`src/hdl/avo_pkg.sv`:
```
// attitude vector observer: shared types, constants and micro-op program
// used by the controller, the datapath and the top level; no dependencies
`timescale 1ns / 1ps
`default_nettype none

package avo_pkg;

    localparam int FRAC_BITS = 16;
    localparam int GAIN_BITS = 16;
    localparam int VEC_W = 32;
    localparam int GAIN_W = 16;
    localparam int MIN_SHIFT = (FRAC_BITS < GAIN_BITS) ? FRAC_BITS : GAIN_BITS;
    localparam int ACC_W = 2 * VEC_W + 2 - MIN_SHIFT;
    localparam int OPA_W = VEC_W + 1;
    localparam int PROD_W = 2 * VEC_W;
    localparam int DT_Q = int'(((64'(5) << FRAC_BITS) + 64'(500)) / 64'(1000));
    localparam int REQ_W = 3;
    localparam int STEP_W = 4;
    localparam int IN_DATA_W = 3 * VEC_W;
    localparam int OUT_DATA_W = 6 * VEC_W;
    localparam int APB_ADDR_W = 3;
    localparam int APB_DATA_W = 32;

    localparam logic [GAIN_W-1:0] ACCEL_GAIN_RESET = 16'd216;
    localparam logic [GAIN_W-1:0] MAGNET_GAIN_RESET = 16'd6554;
    localparam logic REG_ACCEL_GAIN = 1'b0;
    localparam logic REG_MAGNET_GAIN = 1'b1;

    typedef enum logic [REQ_W-1:0] {
        REQ_GYRO       = 3'd0,
        REQ_ACCEL      = 3'd1,
        REQ_MAGNET     = 3'd2,
        REQ_LOAD_GRAV  = 3'd3,
        REQ_LOAD_FIELD = 3'd4
    } t_req;

    typedef enum logic [2:0] {
        A_DT, A_W0, A_W1, A_W2, A_KEEP_ACC, A_GAIN_ACC, A_KEEP_MAG, A_GAIN_MAG
    } t_asel;

    typedef enum logic [3:0] {
        B_V0, B_V1, B_V2, B_G0, B_G1, B_G2, B_F0, B_F1, B_F2
    } t_bsel;

    typedef enum logic [2:0] {
        BASE_ZERO, BASE_G0, BASE_G1, BASE_G2, BASE_F0, BASE_F1, BASE_F2
    } t_base;

    typedef enum logic [3:0] {
        D_W0, D_W1, D_W2, D_TG0, D_TG1, D_TG2, D_TF0, D_TF1, D_TF2
    } t_dst;

    typedef struct packed {
        t_asel a;
        t_bsel b;
        logic  first;
        logic  sub;
        t_base base;
        logic  last;
        t_dst  dst;
    } t_uop;

    typedef struct packed {
        logic g_from_t;
        logic f_from_t;
        logic g_from_v;
        logic f_from_v;
    } t_commit;

    typedef struct packed {
        logic    capture;
        logic    issue;
        t_uop    uop;
        logic    commit;
        t_commit sel;
    } t_cmd;

    typedef struct packed {
        logic out_busy;
    } t_status;

    function automatic t_uop mk_uop(t_asel a, t_bsel b, logic first, logic sub,
                                    t_base base, logic last, t_dst dst);
        t_uop u;
        u.a = a;
        u.b = b;
        u.first = first;
        u.sub = sub;
        u.base = base;
        u.last = last;
        u.dst = dst;
        return u;
    endfunction

    // small-angle rotation of one vector, two products per component
    function automatic t_uop rot_uop(logic fld, logic [2:0] k);
        t_bsel s0, s1, s2;
        t_base c0, c1, c2;
        t_dst  d0, d1, d2;
        t_uop  u;
        s0 = fld ? B_F0 : B_G0;
        s1 = fld ? B_F1 : B_G1;
        s2 = fld ? B_F2 : B_G2;
        c0 = fld ? BASE_F0 : BASE_G0;
        c1 = fld ? BASE_F1 : BASE_G1;
        c2 = fld ? BASE_F2 : BASE_G2;
        d0 = fld ? D_TF0 : D_TG0;
        d1 = fld ? D_TF1 : D_TG1;
        d2 = fld ? D_TF2 : D_TG2;
        case (k)
            3'd0:    u = mk_uop(A_W0, s2, 1'b1, 1'b0, c1, 1'b0, d1);
            3'd1:    u = mk_uop(A_W2, s0, 1'b0, 1'b1, c1, 1'b1, d1);
            3'd2:    u = mk_uop(A_W2, s1, 1'b1, 1'b0, c0, 1'b0, d0);
            3'd3:    u = mk_uop(A_W1, s2, 1'b0, 1'b1, c0, 1'b1, d0);
            3'd4:    u = mk_uop(A_W1, s0, 1'b1, 1'b0, c2, 1'b0, d2);
            3'd5:    u = mk_uop(A_W0, s1, 1'b0, 1'b1, c2, 1'b1, d2);
            default: u = mk_uop(A_DT, B_V0, 1'b1, 1'b0, BASE_ZERO, 1'b0, D_W0);
        endcase
        return u;
    endfunction

    // s*(1-k) then k*m, per component
    function automatic t_uop blend_uop(logic fld, logic [STEP_W-1:0] step);
        t_bsel s, m;
        t_dst  d;
        t_uop  u;
        case (step[2:1])
            2'd0:    begin s = fld ? B_F0 : B_G0; m = B_V0; d = fld ? D_TF0 : D_TG0; end
            2'd1:    begin s = fld ? B_F1 : B_G1; m = B_V1; d = fld ? D_TF1 : D_TG1; end
            default: begin s = fld ? B_F2 : B_G2; m = B_V2; d = fld ? D_TF2 : D_TG2; end
        endcase
        if (!step[0]) begin
            u = mk_uop(fld ? A_KEEP_MAG : A_KEEP_ACC, s, 1'b1, 1'b0, BASE_ZERO, 1'b0, d);
        end else begin
            u = mk_uop(fld ? A_GAIN_MAG : A_GAIN_ACC, m, 1'b0, 1'b0, BASE_ZERO, 1'b1, d);
        end
        return u;
    endfunction

    function automatic logic [STEP_W-1:0] avo_len(logic [REQ_W-1:0] kind);
        logic [STEP_W-1:0] n;
        case (kind)
            REQ_GYRO:   n = 4'd15;
            REQ_ACCEL:  n = 4'd6;
            REQ_MAGNET: n = 4'd6;
            default:    n = 4'd0;
        endcase
        return n;
    endfunction

    function automatic t_uop avo_uop(logic [REQ_W-1:0] kind, logic [STEP_W-1:0] step);
        t_uop u;
        case (kind)
            REQ_GYRO: begin
                case (step)
                    4'd0:    u = mk_uop(A_DT, B_V0, 1'b1, 1'b0, BASE_ZERO, 1'b1, D_W0);
                    4'd1:    u = mk_uop(A_DT, B_V1, 1'b1, 1'b0, BASE_ZERO, 1'b1, D_W1);
                    4'd2:    u = mk_uop(A_DT, B_V2, 1'b1, 1'b0, BASE_ZERO, 1'b1, D_W2);
                    default: begin
                        if (step < 4'd9) begin
                            u = rot_uop(1'b0, 3'(step - 4'd3));
                        end else begin
                            u = rot_uop(1'b1, 3'(step - 4'd9));
                        end
                    end
                endcase
            end
            REQ_ACCEL:  u = blend_uop(1'b0, step);
            REQ_MAGNET: u = blend_uop(1'b1, step);
            default:    u = mk_uop(A_DT, B_V0, 1'b1, 1'b0, BASE_ZERO, 1'b0, D_W0);
        endcase
        return u;
    endfunction

    function automatic t_commit avo_commit_sel(logic [REQ_W-1:0] kind);
        t_commit c;
        c = '0;
        case (kind)
            REQ_GYRO:       begin c.g_from_t = 1'b1; c.f_from_t = 1'b1; end
            REQ_ACCEL:      c.g_from_t = 1'b1;
            REQ_MAGNET:     c.f_from_t = 1'b1;
            REQ_LOAD_GRAV:  c.g_from_v = 1'b1;
            REQ_LOAD_FIELD: c.f_from_v = 1'b1;
            default:        c = '0;
        endcase
        return c;
    endfunction

endpackage

`default_nettype wire

```
`src/hdl/avo_ctrl.sv`:
```
// attitude vector observer controller: sequences micro-ops per request
// depends on avo_pkg
`timescale 1ns / 1ps
`default_nettype none

module avo_ctrl (
    input  wire logic                       i_clk,
    input  wire logic                       i_rst_n,
    input  wire logic                       i_in_valid,
    input  wire logic [avo_pkg::REQ_W-1:0]  i_req_type,
    output logic                            o_in_ready,
    input  wire avo_pkg::t_status           i_status,
    output avo_pkg::t_cmd                   o_cmd
);

    typedef enum logic [3:0] {
        ST_IDLE   = 4'b0001,
        ST_RUN    = 4'b0010,
        ST_DRAIN  = 4'b0100,
        ST_COMMIT = 4'b1000
    } t_state;

    t_state                      r_state, n_state;
    logic [avo_pkg::STEP_W-1:0]  r_step, n_step;
    logic [avo_pkg::REQ_W-1:0]   r_kind, n_kind;

    always_comb begin
        n_state = r_state;
        n_step = r_step;
        n_kind = r_kind;
        o_cmd = '0;
        case (r_state)
            ST_IDLE: begin
                if (i_in_valid) begin
                    o_cmd.capture = 1'b1;
                    n_kind = i_req_type;
                    n_step = '0;
                    n_state = (avo_pkg::avo_len(i_req_type) == '0) ? ST_COMMIT : ST_RUN;
                end
            end
            ST_RUN: begin
                o_cmd.issue = 1'b1;
                o_cmd.uop = avo_pkg::avo_uop(r_kind, r_step);
                if (r_step == avo_pkg::avo_len(r_kind) - 4'd1) begin
                    n_state = ST_DRAIN;
                end else begin
                    n_step = r_step + 4'd1;
                end
            end
            ST_DRAIN: begin
                n_state = ST_COMMIT;
            end
            ST_COMMIT: begin
                if (!i_status.out_busy) begin
                    o_cmd.commit = 1'b1;
                    o_cmd.sel = avo_pkg::avo_commit_sel(r_kind);
                    n_state = ST_IDLE;
                end
            end
            default: begin
                n_state = ST_IDLE;
            end
        endcase
    end

    assign o_in_ready = (r_state == ST_IDLE);

    always_ff @(posedge i_clk) begin
        if (!i_rst_n) begin
            r_state <= ST_IDLE;
            r_step <= '0;
            r_kind <= '0;
        end else begin
            r_state <= n_state;
            r_step <= n_step;
            r_kind <= n_kind;
        end
    end

endmodule

`default_nettype wire

```
`src/hdl/avo_datapath.sv`:
```
// attitude vector observer datapath: shared multiplier, accumulator with
// saturation, vector state and output register; depends on avo_pkg
`timescale 1ns / 1ps
`default_nettype none

module avo_datapath (
    input  wire logic                            i_clk,
    input  wire logic                            i_rst_n,
    input  wire avo_pkg::t_cmd                   i_cmd,
    output avo_pkg::t_status                     o_status,
    input  wire logic [avo_pkg::IN_DATA_W-1:0]   i_vec,
    input  wire logic [avo_pkg::GAIN_W-1:0]      i_accel_gain,
    input  wire logic [avo_pkg::GAIN_W-1:0]      i_magnet_gain,
    input  wire logic                            i_out_ready,
    output logic                                 o_out_valid,
    output logic [avo_pkg::OUT_DATA_W-1:0]       o_out_data
);

    localparam int VW = avo_pkg::VEC_W;
    localparam int AW = avo_pkg::ACC_W;

    logic [VW-1:0] r_v [3];
    logic [VW-1:0] r_g [3];
    logic [VW-1:0] r_f [3];
    logic [VW-1:0] r_w [3];
    logic [VW-1:0] r_t [6];
    logic [VW-1:0] n_g [3];
    logic [VW-1:0] n_f [3];

    logic signed [avo_pkg::PROD_W-1:0] r_prod;
    logic                              r_gshift;
    logic                              r_acc_vld;
    avo_pkg::t_uop                     r_acc_uop;
    logic signed [AW-1:0]              r_acc;

    logic                              r_out_valid;
    logic [avo_pkg::OUT_DATA_W-1:0]    r_out_data;

    logic signed [avo_pkg::OPA_W-1:0]  w_a;
    logic signed [VW-1:0]              w_b;
    logic signed [avo_pkg::PROD_W:0]   w_prod;
    logic [avo_pkg::GAIN_W:0]          w_keep_acc, w_keep_mag;
    logic                              w_gshift;

    logic [VW-1:0]                     w_base;
    logic signed [avo_pkg::PROD_W-1:0] w_sh;
    logic signed [AW-1:0]              w_term, w_lhs, w_acc_next;
    logic [VW-1:0]                     w_sat;

    // multiply stage
    assign w_keep_acc = (17'd1 << avo_pkg::GAIN_BITS) - {1'b0, i_accel_gain};
    assign w_keep_mag = (17'd1 << avo_pkg::GAIN_BITS) - {1'b0, i_magnet_gain};

    always_comb begin
        w_gshift = 1'b0;
        case (i_cmd.uop.a)
            avo_pkg::A_DT:       w_a = avo_pkg::OPA_W'(avo_pkg::DT_Q);
            avo_pkg::A_W0:       w_a = {r_w[0][VW-1], r_w[0]};
            avo_pkg::A_W1:       w_a = {r_w[1][VW-1], r_w[1]};
            avo_pkg::A_W2:       w_a = {r_w[2][VW-1], r_w[2]};
            avo_pkg::A_KEEP_ACC: begin
                w_a = avo_pkg::OPA_W'(w_keep_acc);
                w_gshift = 1'b1;
            end
            avo_pkg::A_GAIN_ACC: begin
                w_a = avo_pkg::OPA_W'(i_accel_gain);
                w_gshift = 1'b1;
            end
            avo_pkg::A_KEEP_MAG: begin
                w_a = avo_pkg::OPA_W'(w_keep_mag);
                w_gshift = 1'b1;
            end
            avo_pkg::A_GAIN_MAG: begin
                w_a = avo_pkg::OPA_W'(i_magnet_gain);
                w_gshift = 1'b1;
            end
            default:             w_a = '0;
        endcase
    end

    always_comb begin
        case (i_cmd.uop.b)
            avo_pkg::B_V0: w_b = r_v[0];
            avo_pkg::B_V1: w_b = r_v[1];
            avo_pkg::B_V2: w_b = r_v[2];
            avo_pkg::B_G0: w_b = r_g[0];
            avo_pkg::B_G1: w_b = r_g[1];
            avo_pkg::B_G2: w_b = r_g[2];
            avo_pkg::B_F0: w_b = r_f[0];
            avo_pkg::B_F1: w_b = r_f[1];
            avo_pkg::B_F2: w_b = r_f[2];
            default:       w_b = '0;
        endcase
    end

    assign w_prod = w_a * w_b;

    always_ff @(posedge i_clk) begin
        r_prod <= w_prod[avo_pkg::PROD_W-1:0];
        r_gshift <= w_gshift;
        r_acc_uop <= i_cmd.uop;
    end

    // accumulate stage
    always_comb begin
        case (r_acc_uop.base)
            avo_pkg::BASE_G0: w_base = r_g[0];
            avo_pkg::BASE_G1: w_base = r_g[1];
            avo_pkg::BASE_G2: w_base = r_g[2];
            avo_pkg::BASE_F0: w_base = r_f[0];
            avo_pkg::BASE_F1: w_base = r_f[1];
            avo_pkg::BASE_F2: w_base = r_f[2];
            default:          w_base = '0;
        endcase
    end

    assign w_sh = r_gshift ? (r_prod >>> avo_pkg::GAIN_BITS) : (r_prod >>> avo_pkg::FRAC_BITS);
    assign w_term = w_sh[AW-1:0];
    assign w_lhs = r_acc_uop.first ? {{(AW-VW){w_base[VW-1]}}, w_base} : r_acc;
    assign w_acc_next = r_acc_uop.sub ? (w_lhs - w_term) : (w_lhs + w_term);

    always_comb begin
        if ((&w_acc_next[AW-1:VW-1]) || !(|w_acc_next[AW-1:VW-1])) begin
            w_sat = w_acc_next[VW-1:0];
        end else if (w_acc_next[AW-1]) begin
            w_sat = {1'b1, {(VW-1){1'b0}}};
        end else begin
            w_sat = {1'b0, {(VW-1){1'b1}}};
        end
    end

    always_ff @(posedge i_clk) begin
        if (!i_rst_n) begin
            r_acc_vld <= 1'b0;
        end else begin
            r_acc_vld <= i_cmd.issue;
        end
    end

    always_ff @(posedge i_clk) begin
        if (r_acc_vld) begin
            r_acc <= w_acc_next;
            if (r_acc_uop.last) begin
                case (r_acc_uop.dst)
                    avo_pkg::D_W0:  r_w[0] <= w_sat;
                    avo_pkg::D_W1:  r_w[1] <= w_sat;
                    avo_pkg::D_W2:  r_w[2] <= w_sat;
                    avo_pkg::D_TG0: r_t[0] <= w_sat;
                    avo_pkg::D_TG1: r_t[1] <= w_sat;
                    avo_pkg::D_TG2: r_t[2] <= w_sat;
                    avo_pkg::D_TF0: r_t[3] <= w_sat;
                    avo_pkg::D_TF1: r_t[4] <= w_sat;
                    avo_pkg::D_TF2: r_t[5] <= w_sat;
                    default:        r_t[0] <= r_t[0];
                endcase
            end
        end
    end

    // input capture
    always_ff @(posedge i_clk) begin
        if (i_cmd.capture) begin
            r_v[0] <= i_vec[VW-1:0];
            r_v[1] <= i_vec[2*VW-1:VW];
            r_v[2] <= i_vec[3*VW-1:2*VW];
        end
    end

    // state commit
    always_comb begin
        for (int i = 0; i < 3; i++) begin
            if (i_cmd.sel.g_from_t) begin
                n_g[i] = r_t[i];
            end else if (i_cmd.sel.g_from_v) begin
                n_g[i] = r_v[i];
            end else begin
                n_g[i] = r_g[i];
            end
            if (i_cmd.sel.f_from_t) begin
                n_f[i] = r_t[i+3];
            end else if (i_cmd.sel.f_from_v) begin
                n_f[i] = r_v[i];
            end else begin
                n_f[i] = r_f[i];
            end
        end
    end

    always_ff @(posedge i_clk) begin
        if (!i_rst_n) begin
            for (int i = 0; i < 3; i++) begin
                r_g[i] <= '0;
                r_f[i] <= '0;
            end
        end else if (i_cmd.commit) begin
            for (int i = 0; i < 3; i++) begin
                r_g[i] <= n_g[i];
                r_f[i] <= n_f[i];
            end
        end
    end

    // output word register
    always_ff @(posedge i_clk) begin
        if (!i_rst_n) begin
            r_out_valid <= 1'b0;
        end else if (i_cmd.commit) begin
            r_out_valid <= 1'b1;
        end else if (i_out_ready) begin
            r_out_valid <= 1'b0;
        end
    end

    always_ff @(posedge i_clk) begin
        if (i_cmd.commit) begin
            r_out_data <= {n_f[2], n_f[1], n_f[0], n_g[2], n_g[1], n_g[0]};
        end
    end

    assign o_out_valid = r_out_valid;
    assign o_out_data = r_out_data;
    assign o_status.out_busy = r_out_valid && !i_out_ready;

endmodule

`default_nettype wire

```
`src/hdl/attitude_vector_observer.sv`:
```
// attitude vector observer top level: stream ports, config registers,
// controller and datapath; depends on avo_pkg, avo_ctrl, avo_datapath
// an accepted word goes through RUN, which issues the micro-ops of its kind,
// then DRAIN and COMMIT; a load or unused kind goes straight to COMMIT; one
// shared 33x32 multiplier issues one product per cycle in RUN, and
// the input side accepts the next word while a finished result waits
// synchronous active-low reset clears both vectors and restores the gains
`timescale 1ns / 1ps
`default_nettype none

module attitude_vector_observer (
    input  wire logic                               i_clk,
    input  wire logic                               i_rst_n,
    input  wire logic                               s_axis_tvalid,
    output logic                                    s_axis_tready,
    input  wire logic [avo_pkg::IN_DATA_W-1:0]      s_axis_tdata,   // vec_x, vec_y, vec_z
    input  wire logic [avo_pkg::REQ_W-1:0]          s_axis_tuser,   // req_type
    output logic                                    m_axis_tvalid,
    input  wire logic                               m_axis_tready,
    // grav_x, grav_y, grav_z, field_x, field_y, field_z
    output logic [avo_pkg::OUT_DATA_W-1:0]          m_axis_tdata,
    input  wire logic                               psel,
    input  wire logic                               penable,
    input  wire logic                               pwrite,
    input  wire logic [avo_pkg::APB_ADDR_W-1:0]     paddr,
    input  wire logic [avo_pkg::APB_DATA_W-1:0]     pwdata,
    output logic [avo_pkg::APB_DATA_W-1:0]          prdata,
    output logic                                    pready
);

    logic [avo_pkg::GAIN_W-1:0] r_accel_gain;
    logic [avo_pkg::GAIN_W-1:0] r_magnet_gain;
    logic                       w_reg_idx;
    avo_pkg::t_cmd              w_cmd;
    avo_pkg::t_status           w_status;

    assign pready = 1'b1;
    assign w_reg_idx = paddr[2];

    always_ff @(posedge i_clk) begin
        if (!i_rst_n) begin
            r_accel_gain <= avo_pkg::ACCEL_GAIN_RESET;
            r_magnet_gain <= avo_pkg::MAGNET_GAIN_RESET;
        end else if (psel && penable && pwrite && pready) begin
            case (w_reg_idx)
                avo_pkg::REG_ACCEL_GAIN:  r_accel_gain <= pwdata[avo_pkg::GAIN_W-1:0];
                avo_pkg::REG_MAGNET_GAIN: r_magnet_gain <= pwdata[avo_pkg::GAIN_W-1:0];
                default:                  r_accel_gain <= r_accel_gain;
            endcase
        end
    end

    always_comb begin
        case (w_reg_idx)
            avo_pkg::REG_ACCEL_GAIN:  prdata = avo_pkg::APB_DATA_W'(r_accel_gain);
            avo_pkg::REG_MAGNET_GAIN: prdata = avo_pkg::APB_DATA_W'(r_magnet_gain);
            default:                  prdata = '0;
        endcase
    end

    avo_ctrl u_ctrl (
        .i_clk      (i_clk),
        .i_rst_n    (i_rst_n),
        .i_in_valid (s_axis_tvalid),
        .i_req_type (s_axis_tuser),
        .o_in_ready (s_axis_tready),
        .i_status   (w_status),
        .o_cmd      (w_cmd)
    );

    avo_datapath u_datapath (
        .i_clk         (i_clk),
        .i_rst_n       (i_rst_n),
        .i_cmd         (w_cmd),
        .o_status      (w_status),
        .i_vec         (s_axis_tdata),
        .i_accel_gain  (r_accel_gain),
        .i_magnet_gain (r_magnet_gain),
        .i_out_ready   (m_axis_tready),
        .o_out_valid   (m_axis_tvalid),
        .o_out_data    (m_axis_tdata)
    );

endmodule

`default_nettype wire

```
`config.mk`:
```
export PLATFORM = sky130hd
export DESIGN_NAME = attitude_vector_observer
export DESIGN_NICKNAME = d
export VERILOG_FILES = /design/src/hdl/avo_pkg.sv /design/src/hdl/avo_ctrl.sv /design/src/hdl/avo_datapath.sv /design/src/hdl/attitude_vector_observer.sv
export SDC_FILE = /design/constraint.sdc
export NUM_CORES = 2
export LEC_CHECK = 0
export BUFFER_PORTS_ARGS = -buffer_cell sky130_fd_sc_hd__buf_4
export CAP_MARGIN = 20
export CORE_UTILIZATION = 55
export CTS_CLUSTER_DIAMETER = 30
export DETAILED_ROUTE_END_ITERATION = 8
export GPL_ROUTABILITY_DRIVEN = 1
export GPL_TIMING_DRIVEN = 0
export HOLD_SLACK_MARGIN = 0.06
export PLACE_DENSITY = 0.73
export SETUP_SLACK_MARGIN = 0.5
export SYNTH_ARGS = -nofsm -noshare
export SYNTH_HDL_FRONTEND = slang
export SYNTH_HIERARCHICAL = 1
export SYNTH_SLANG_ARGS = --single-unit
```
`constraint.sdc`:
```
create_clock -name i_clk -period 37.5 [get_ports i_clk]
set_input_delay 1.875 -clock i_clk [delete_from_list [all_inputs] [get_ports i_clk]]
set_output_delay 1.875 -clock i_clk [all_outputs]
set_load 0.01 [all_outputs]
```
; Yosys cells after proc, flatten, opt, wreduce, memory -nomap -nowiden
; Memories as Yosys holds them, arrays and structs flattened.
; Cells that the tools add are included.
[classes]
n_addsub = 8
bitwise = 8
order_cmp = 1
eq_ne = 57
mul = 1
reduce_logical = 37
mux = 128
[ops]
columns = cell, n
row1 = $mux 32, 28
row2 = $pmux 32 s9, 1
row3 = $pmux 33 s8, 1
row4 = $reduce_or 32->1, 7
row5 = $pmux 16 s6, 2
row6 = $pmux 32 s6, 1
row7 = $pmux 17 s3, 2
row8 = $mux 50, 2
row9 = $mul 33x32->64, 1
row10 = $pmux 32 s2, 1
row11 = $mux 1, 61
row12 = $add 50x48->50, 1
row13 = $sub 50x48->50, 1
row14 = $eq 3x3->1 const B, 12
row15 = $eq 4x3->1 const B, 9
row16 = $mux 4, 9
row17 = $sub 17x16->17 const A, 2
row18 = $eq 3x2->1 const B, 11
row19 = $pmux 4 s2, 4
row20 = $mux 15, 2
row21 = $eq 4x2->1 const B, 6
row22 = $reduce_and 19->1, 1
row23 = $reduce_or 19->1, 1
row24 = $eq 3x1->1 const B, 6
row25 = 32 further kinds, 68
[word_totals]
register_bits = 361
input_bits = 141
n_memories = 5
ramBits = 576
output_inout_bits = 227
[memory_table]
columns = name, depth, word_bits, rd, rd_ports_with_merged_regs, wr, line_no
row1 = u_datapath.r_t, 6, 32, 6, 0, 1, avo_datapath.sv:26  ; logic [VW-1:0] r_t [6];
row2 = u_datapath.r_f, 3, 32, 3, 0, 3, avo_datapath.sv:24  ; logic [VW-1:0] r_f [3];
row3 = u_datapath.r_g, 3, 32, 3, 0, 3, avo_datapath.sv:23  ; logic [VW-1:0] r_g [3];
row4 = u_datapath.r_v, 3, 32, 3, 0, 3, avo_datapath.sv:22  ; logic [VW-1:0] r_v [3];
row5 = u_datapath.r_w, 3, 32, 3, 0, 1, avo_datapath.sv:25  ; logic [VW-1:0] r_w [3];

; Longest topological paths before layout
[logic_depth]
ltp_word = 15
depth_mapped = 53

; Hierarchy
; The synthesis kept the hierarchy.
[by_module_without_submodules]
columns = module, area_per_inst_um2, cells_each, n_inst
row1 = avo_datapath, 76838.7, 7328, 1
row2 = avo_ctrl, 1686.6, 232, 1
row3 = attitude_vector_observer, 1630.3, 166, 1

; Worst setup path after synthesis
; OpenSTA, ideal clock, no wires.
[synth_timing]
kind = reg2reg
start = register u_ctrl/r_step[1] (netlist name)
end = register u_datapath/r_prod[57] (netlist name)
stages_incl_launch_ff = 47
setup_ns = 0.123
arrival_ns = 11.708
n_path_buf = 4
synth_period_minus_slack_ns = 11.831
t_required_ns = 37.377
slack_ns = 25.669
path_cell_list = dfxtp_1 > buf_2 > inv_1 > ha_1 > buf_4 > or3_4 > a21oi_2 > o311ai_0 > a21oi_1 > nand3b_1 > buf_2 > mux2_2 > or3_1 > nand4b_2 > a2111oi_0 > xnor2_1 > a21oi_1 > mux2i_1 > (+11 left out) > fa_1 > fa_1 > inv_1 > fa_1 > inv_1 > ha_1 > and2_1 > nand3_1 > nor3_1 > nor4b_1 > nand4_1 > o21ai_1 > o31ai_2 > o41a_1 > a211o_1 > nor4_1 > o21ai_1 > xor2_1
[synth_rtl]
columns = element, line_no
row1 = from (decl), avo_ctrl.sv:24  ; logic [avo_pkg::STEP_W-1:0] r_step, n_step;
row2 = from (signal assigned), avo_ctrl.sv:75  ; r_step <= n_step;
row3 = to (signal assigned), avo_datapath.sv:99  ; r_prod <= w_prod[avo_pkg::PROD_W-1:0];
row4 = to (decl), avo_datapath.sv:30  ; logic signed [avo_pkg::PROD_W-1:0] r_prod;

==> results.txt <==
commonest non-fill, non-tap cell in the layout - nand2_1
CTS clk-pin slew, worst paths - 50 ps
initial antenna violation count - 38
Die Area - 147,000 um2
GRT Residual Overflow - 0
PD cells - 56.8 nW/um2
initial DRC count - 10,237
Setup TNS - 0 ps
R2R depth - 45
DR vias/cell - 6.37
Hold-fix buffers, CTS - 0
I/O pin cnt - 368
post-synth cell types - 116
Num CTS Buffers - 143
Placement Rows - 139
fin worst setup slack - 20,650 ps
Clock Skews - 42.4 ps
# port buffers - 331
CTS tree - built
f_max - 59.3 MHz
CP Class - reg -> reg
adder-cell share of the synthesized area - 30.9%
Critical Path Most Common Cell - fa_1
Synth Register Bits - 921
Fillers - 11,793
RR Endpoint - u_datapath/r_prod[57]
max-cap viol count - 0
WP data required - 38,120 ps
number of global-route vias before repair - 64,019
async set or reset register ratio after synthesis - 0%
Setup Buffers After CTS - 0
pre-CTS setup slack - 21,250 ps
post-cts sizing count - 0
multi-input logic area - 47,900 um2
CP Launch Type - flop
min-delay worst type - reg -> reg
RSZ-0062 raised after global routing - no
final core utilization - 63.7%
Die Y - 384 um
Critical Path End Type - flop
largest net degree at the start of global routing - 130
Synth Area in XOR/XNOR - 1.74%
VDD IR-drop max - 0.0000628 V
Post-Route WL - 337 mm
worst hold path startpoint - r_accel_gain[0]
LEAKAGE - 37.4 nW
Pwr Total - 0.00522 W
slew margin rel. - -5.57%
status - complete, but fails checks
CTS Root Cell - clkbuf_16
Hold Fails Final Rpt - 0
minimum clock period - 16,850 ps
clock sinks - 921
layout cell share with drive strength beyond 1 - 11.7%
first-pass GRT wire length - 471 mm
Initial Util - 55.6%
CP arrival - 17,470 ps
average wire per standard cell - 32.5 um
via count - 66,038
total track usage - 45.8%
CTS H-tree lvls - 4
R2R Path Start - u_ctrl/r_step[1]
DRC Markers - 6
Max Slew Vio Count - 1
Core ar. - 144,000 um2
multiplexer area fraction after synthesis - 5.37%
Final Cycle Share - 44.9%
post-layout net count - 9,795
Hold Crit Depth - 2
final setup violation count - 0
most frequent cells in the layout - nand2_1, inv_1, fa_1
worst slew pin tran - 1580 ps
Reg area - 26,600 um2
failing checks - design-rule violations, max-slew violations
clock latency on the worst-skew pair - 780 ps
largest family of logic cells by synthesized area - adder cells
Max Root-Sink Buffers - 3
antenna viol nets, final - 0
Mapped Cells - 7,726
Slowest cell on crit path - buf_1
Avg Cell Area, Syn - 10.4 um2
post-synthesis sequential area ratio - 33.2%
Post-DP HPWL - 270 mm
placer congestion estimate - 1.08
Post-synth EDFFs - 818
Area Growth Syn to Fin - 14.6%
CP Max Fanout - 10
Worst Hold Path EP - r_accel_gain[0]
Die W - 384 um
yosys warns - 6
CP peak stage delay - 1040 ps
Worst Setup SP - u_ctrl/r_step[1]
Main synth FF type - edfxtp_1
mapped cell area - 80,200 um2
FF-to-FF setup slack - 20,650 ps
simple logic cell fraction of the synthesized area - 12.7%
first drt pass iteration count - 9
post-synthesis compound-gate area fraction - 8.56%
[how the worst max path moves through the flow]
| stage | endpoint |
|---|---|
| after global placement | u_datapath/r_prod[51] |
| after detailed placement | u_datapath/r_prod[57] |
| after CTS | u_datapath/r_prod[57] |
| after floorplan | u_datapath/r_prod[57] |
| final | u_datapath/r_prod[57] |
| after global routing | u_datapath/r_prod[57] |
[routing by layer]
layer | part of all wire, % | wire length [um] | up-vias | global-route usage, %
met3 | 16 | 55300 | 1075 | 19.9
met4 | 6.2 | 21100 | 42 | 23.4
li1 | - | - | 26446 | -
met1 | 37 | 126000 | 33077 | 62.6
met5 | 0.12 | 394 | - | 0.520
met2 | 40 | 134000 | 5398 | 61.6
[cells by family after synthesis]
kind of cell / count (synthesis)
DFF: 921
xor gates and xnor gates: 157
muxes: 411
other: 2
adders and majority gates: 1331
AOI/OAI and AO/OA: 1053
buffers and inverters: 1547
and+or+nand+nor: 2304
[critical path, delay by kind of cell, from the launching register on]
| kind | cells | cell delay [ps] |
|---|---|---|
| buf+inv | 13 | 4610 |
| simple gates | 9 | 2340 |
| xor+xnor | 1 | 320 |
| flops | 1 | 500 |
| compound gates | 12 | 3990 |
| fa+ha+maj | 10 | 4870 |
[metrics by stage]
stage | hold WS, ps | area, um2 | instances
2_1_floorplan | 454 | 80200 | 7741
3_3_place_gp | 476 | 85100 | 9975
4_1_cts | 516 | 91600 | 10324
3_5_place_dp | 498 | 86600 | 10061
5_1_grt | 530 | 91800 | 10346
6_report | 518 | 91900 | 10362
[registers in the layout (all words and copies together) (netlist names)]
register,cells
u_datapath/r_g,96
u_ctrl/r_state,4
u_datapath/r_t,192
u_datapath/r_v,96
u_datapath/o_out_data,192
u_datapath/o_out_valid,1
u_ctrl/r_kind,3
u_ctrl/r_step,4
u_datapath/r_acc_uop,10
u_datapath/r_acc_vld,1
r_magnet_gain,16
u_datapath/r_prod,48
r_accel_gain,16
u_datapath/r_acc,50
u_datapath/r_w,96
u_datapath/r_f,96
[cell usage after synthesis, types with 9 or more instances]
master	number	share of area, %
xnor2_1	122	1.3
and3_1	16	0.12
nand2_1	1130	5.3
a31oi_1	35	0.27
nand2b_1	34	0.27
a22oi_1	102	0.96
o21a_1	20	0.19
nand4_1	31	0.24
nor3_1	62	0.39
xor2_1	34	0.37
nor2b_1	248	1.9
edfxtp_1	818	31
nor2_1	596	2.8
ha_1	247	3.9
o21ai_1	10	0.062
a21oi_1	248	1.5
o21ai_0	292	1.8
mux2i_1	293	3.7
inv_1	1113	5.2
clkbuf_1	327	1.5
a41oi_1	16	0.17
o21ai_2	20	0.22
a221oi_1	46	0.50
fa_1	1082	27
buf_4	24	0.22
buf_1	46	0.22
dfxtp_1	103	2.6
a22o_1	11	0.12
buf_2	24	0.15
o21bai_1	19	0.18
o2111ai_1	9	0.098
nor4_1	12	0.094
nand3_1	44	0.27
a211o_1	13	0.14
a21o_1	82	0.77
and2_1	44	0.34
mux2_2	114	1.6
or3_1	15	0.12
or2_2	11	0.086
a41o_1	13	0.16
a211oi_1	21	0.20
[power by group]
group          leakage (nW)  switching, W  internal, W  total (W)
clock                  2.37      0.000539     0.000812    0.00135
combinational          26.5       0.00167     0.000751    0.00242
sequential             8.56     0.0000827      0.00136    0.00145
[cell type report]
type	count	area share, %
Tap cell	1903	2.59
Timing Repair Buffer	439	4.37
Inverter	1119	4.58
Sequential cell	921	29.0
Clock buffer	157	4.07
Antenna cell	16	0.0436
Clock inverter	106	1.28
Multi-Input combinational cell	5273	52.1
Buffer	428	1.98
No activity file was read; power rests on OpenSTA's default activity.
